===== src/design/mcpid_ram.sv =====
// Generic single-write, single-read synchronous RAM with registered read data.
module mcpid_ram #(
  parameter int WIDTH = 33,
  parameter int DEPTH = 4,
  localparam int AW = (DEPTH > 1) ? $clog2(DEPTH) : 1
) (
  input  logic             clk,
  input  logic             we,
  input  logic [AW-1:0]    waddr,
  input  logic [WIDTH-1:0] wdata,
  input  logic             re,
  input  logic [AW-1:0]    raddr,
  output logic [WIDTH-1:0] rdata
);

  logic [WIDTH-1:0] mem [DEPTH];

  always_ff @(posedge clk) begin
    if (we) begin
      mem[waddr] <= wdata;
    end
  end

  // Read-first: a same-address write is not seen until the next read.
  always_ff @(posedge clk) begin
    if (re) begin
      rdata <= mem[raddr];
    end
  end

endmodule


===== config.mk =====
export PLATFORM = sky130hd
export DESIGN_NAME = mcpid_ram
export DESIGN_NICKNAME = d
export VERILOG_FILES = /design/src/design/mcpid_ram.sv
export SDC_FILE = /design/constraint.sdc
export NUM_CORES = 1
export LEC_CHECK = 0
export BUFFER_PORTS_ARGS = -buffer_cell sky130_fd_sc_hd__buf_2
export CORE_ASPECT_RATIO = 1.4
export CORE_MARGIN = 3
export CORE_UTILIZATION = 25
export CTS_CLUSTER_DIAMETER = 200
export CTS_CLUSTER_SIZE = 25
export DETAILED_ROUTE_END_ITERATION = 16
export PLACE_DENSITY = 0.38
export SETUP_SLACK_MARGIN = 0.3
export SYNTH_ARGS = -nofsm -noshare
export SYNTH_HDL_FRONTEND = slang
export SYNTH_SLANG_ARGS = --single-unit

===== constraint.sdc =====
create_clock -name clk -period 6.5 [get_ports clk]
set_input_delay 1.3 -clock clk [delete_from_list [all_inputs] [get_ports clk]]
set_output_delay 1.3 -clock clk [all_outputs]
set_load 0.1 [all_outputs]

# --- Word level (Yosys, flattened, before mapping) ---
# Memory sizes are Yosys's and may differ from the RTL's. A register that Yosys moved wholly into a read port is not among the register bits.
# Cells that the tools add are included.
word_totals:
  regBits: 0
  latch_bits: 0
  ram_bits: 132
  romBits: 0
  input_bits: 40
  output_inout_bits: 33
  wordCells: 3
  n_memories: 1
classes:
  addsub: 0
  multipliers: 0
  n_div: 0
  order_cmp: 0
  n_eq_ne: 0
  shift: 0
  n_mux: 2
  n_bitwise: 0
  n_reduce_logical: 0
mem_list:
  columns: ["memory", "depth", "width", "read_ports", "rd_ports_with_merged_regs", "write_ports", "line", "text"]
  rows:
  - ["mem", 4, 33, 1, 1, 1, "16", "logic [WIDTH-1:0] mem [DEPTH];"]
op_table:
  columns: ["operator", "n"]
  rows:
  - ["$mux W1", 2]

# --- Longest topological paths before layout ---
logic_depth:
  ltp_word: 2
  ltp_mapped: 3

# --- Worst setup path before layout ---
# Ideal clock, no wire load.
synth_timing:
  path_type: "input to register"
  start: "in waddr[1]"
  end: "mem mem[0][0], enable pin"
  setup_time_ns: 0.472
  t_arrival_ns: 3.775
  required_time_ns: 6.028
  path_slack_ns: 2.253
  cell_stages: 1
  path_buffers: 0
  cell_sequence: "nor3b_1"
synth_lines:
  columns: ["item", "line", "text"]
  rows:
  - ["from (decl)", "9", "input logic [AW-1:0] waddr,"]
  - ["to (decl)", "16", null]
# Straight into the memory's write port.

# --- Worst setup path after layout ---
layout_timing:
  start: "reg rdata[1] (read register of mem)"
  end: "out rdata[1]"
layout_lines:
  columns: ["item", "line", "text"]
  rows:
  - ["from (decl)", "13", "output logic [WIDTH-1:0] rdata"]
# No word-level cell between the ends.

==> results.yml <==
outcome:
  status: "finished clean"
worst_hold_path:
  hold_path_class: "reg -> reg"
clocking:
  clk_latency_ps: 410
  cts.htree.levels: 4
  ctsHoldBuffers: 0
  cts_resized: 0
  cts_root_buf: "clkbuf_16"
  clock_path_buffers: 2
  cts_num_sinks: 165
  cts_setup_buffers: 0
  cts_inserted_buffers: 17
  cts_tree: "done"
  clk_pin_slew_ps: 60
global_routing:
  grt_pass1_wl_mm: 17.31
  first_global_vias: 2844
  grt_max_degree: 34
  grt.overflow.total: 0
  antenna_found_initial: 2
  track_usage: 0.09605
synthesis:
  avgSynthCellArea_um2: 27.76
  syn_area_um2: 5831
  seq_area_frac_synth: 0.8498
  ys_types: 10
  synth_fp_nets: 250
  yosysMostFrequentCell: "edfxtp_1"
  synth-async-reset-ratio: 0
  synth.area.top_cells: "edfxtp_1, mux4_2, mux4_1, buf_12, and3b_1"
  yosys_warnings: 0
  synth-main-ff-cell: "edfxtp_1"
  synth_top_cells_by_count: "edfxtp_1, mux4_2, buf_12, buf_2, mux4_1"
  ys_ff_latch: 165
  synth.top_cell.area_share: 0.8498
  synth_largest_area_cell: "edfxtp_1"
  synth_edf_count: 165
  netlist_instances: 210
floorplan:
  io_pins: 73
  start_util: 0.2560
  die_w_um: 135.1
  core_um2: 22770
  die_h_um: 186.7
  num_rows: 65
  dieArea_um2: 25220
timing:
  maxSlewViolCount: 0
  finalHoldViolCount: 0
  hold_ws_ps: 619.4
  fin_crit_sh: 0.3871
  grt_setup_unrepaired: "no"
  fin_worst_skew_ps: 9.103
  relSlewSlack: 0.3251
  min_period_ps: 2516
  setup_viol: 0
  fmax_ghz: 0.3975
  tightest_slew_ps: 1012
  setup-tns-final_ps: 0
pwr:
  power.density_nw_per_um2: 346.8
  p_leak_nw: 2.350
  irDropWorstVdd_uv: 180.5
layout:
  final_util: 0.3104
  synthToLayoutAreaGrowth_pct: 21.22
  drive_above_1_share: 0.4379
  diodes: 0
  nets: 335
worst_setup_path:
  cp_data_arrival_time_ps: 1220
  crit_path_max_fanout: 1
  worstSetupPathType: "reg -> out"
  cp_slowest_cell: "buf_2"
  start_kind: "register"
  cp-end-kind: "output pin"
  path_cells: "buf_2"
  max_stage_delay_ps: 440
  critPathRequiredTime_ps: 5200
  worst-path-buf-inv: 1
  path_delay_family: "buffers and inverters"
route:
  antenna_left: 0
  vias: 2429
  vias_per_cell: 4.002
  drc: 0
  drtIter0Drc: 207
  wl_mm: 11.41
  post_drt_wl_per_cell_um: 18.80
  firstDrtPassIters: 4
place:
  place_congestion: 0.6083
  io_buffers: 72
job:
  max_cap_viol_count: 0
## flip-flops by register name, summed over array words and instances (netlist names)
signal / flops
mem: 132
rdata: 33
## cells in the final DEF (no fill, tap or decap)
cell	n
clkbuf_16	17
bufinv_16	3
inv_6	1
mux4_1	3
buf_4	2
and3_2	1
nor3b_2	1
and3b_2	2
clkinv_1	2
buf_2	72
clkinv_2	4
clkbuf_1	2
mux4_2	30
edfxtp_1	165
clkinvlp_4	1
## final timing paths
check / startpoint / end / slack, ps / cells after the start
worst max-delay path: rdata[1]$_DFFE_PP_ / rdata[1] / 3980 / 1
worst max register to register: mem[1][0]$_DFFE_PP_ / rdata[0]$_DFFE_PP_ / 5380 / 1
worst min register to register: mem[0][32]$_DFFE_PP_ / rdata[32]$_DFFE_PP_ / 620 / 1
worst min-delay path: mem[0][32]$_DFFE_PP_ / rdata[32]$_DFFE_PP_ / 620 / 1
## where the power goes
group | total, mW | switching, mW | internal, mW
Sequential | 1.25 | 0.0135 | 1.24
Clock | 0.981 | 0.386 | 0.596
Combinational | 0.218 | 0.168 | 0.0499
Total | 2.45 | 0.567 | 1.88
## stage by stage
| stage | total power [mW] | cell area (µm²) | instances | setup slack, ps |
|---|---|---|---|---|
| finish | 2.451 | 7068 | 607 | 3984 |
| global route | 2.541 | 7068 | 607 | 3922 |
| CTS | 2.491 | 7068 | 607 | 3929 |
| detailed placement | 1.500 | 6501 | 577 | 3545 |
| global placement | 1.494 | 6501 | 577 | 3552 |
| floorplan | 1.441 | 5831 | 210 | 2253 |
## kinds of logic (layout without fill, tap and decap cells)
group	count (synthesis)	after routing	synth area share
buffers and inverters	8	104	0.01545
DFF	165	165	0.8498
muxes	33	33	0.1294
and+or+nand+nor	4	4	0.005367
## metal layers
| metal | vias to the layer above | wire length [µm] | GRT usage |
|---|---|---|---|
| met4 | 4 | 195 | 0.03957 |
| met1 | 1287 | 4590 | 0.1107 |
| met5 | - | 21 | 0 |
| li1 | 1080 | - | - |
| met3 | 13 | 395 | 0.03074 |
| met2 | 45 | 6212 | 0.1642 |
## layout make-up
type,count,area [µm²]
Fill cell,2232,15700
Tap cell,301,376.6
Timing Repair Buffer,74,375.4
Multi-Input combinational cell,37,794.5
Clock buffer,19,432.9
Clock inverter,11,133.9
Sequential cell,165,4955
No activity file was read; power rests on OpenSTA's default activity.
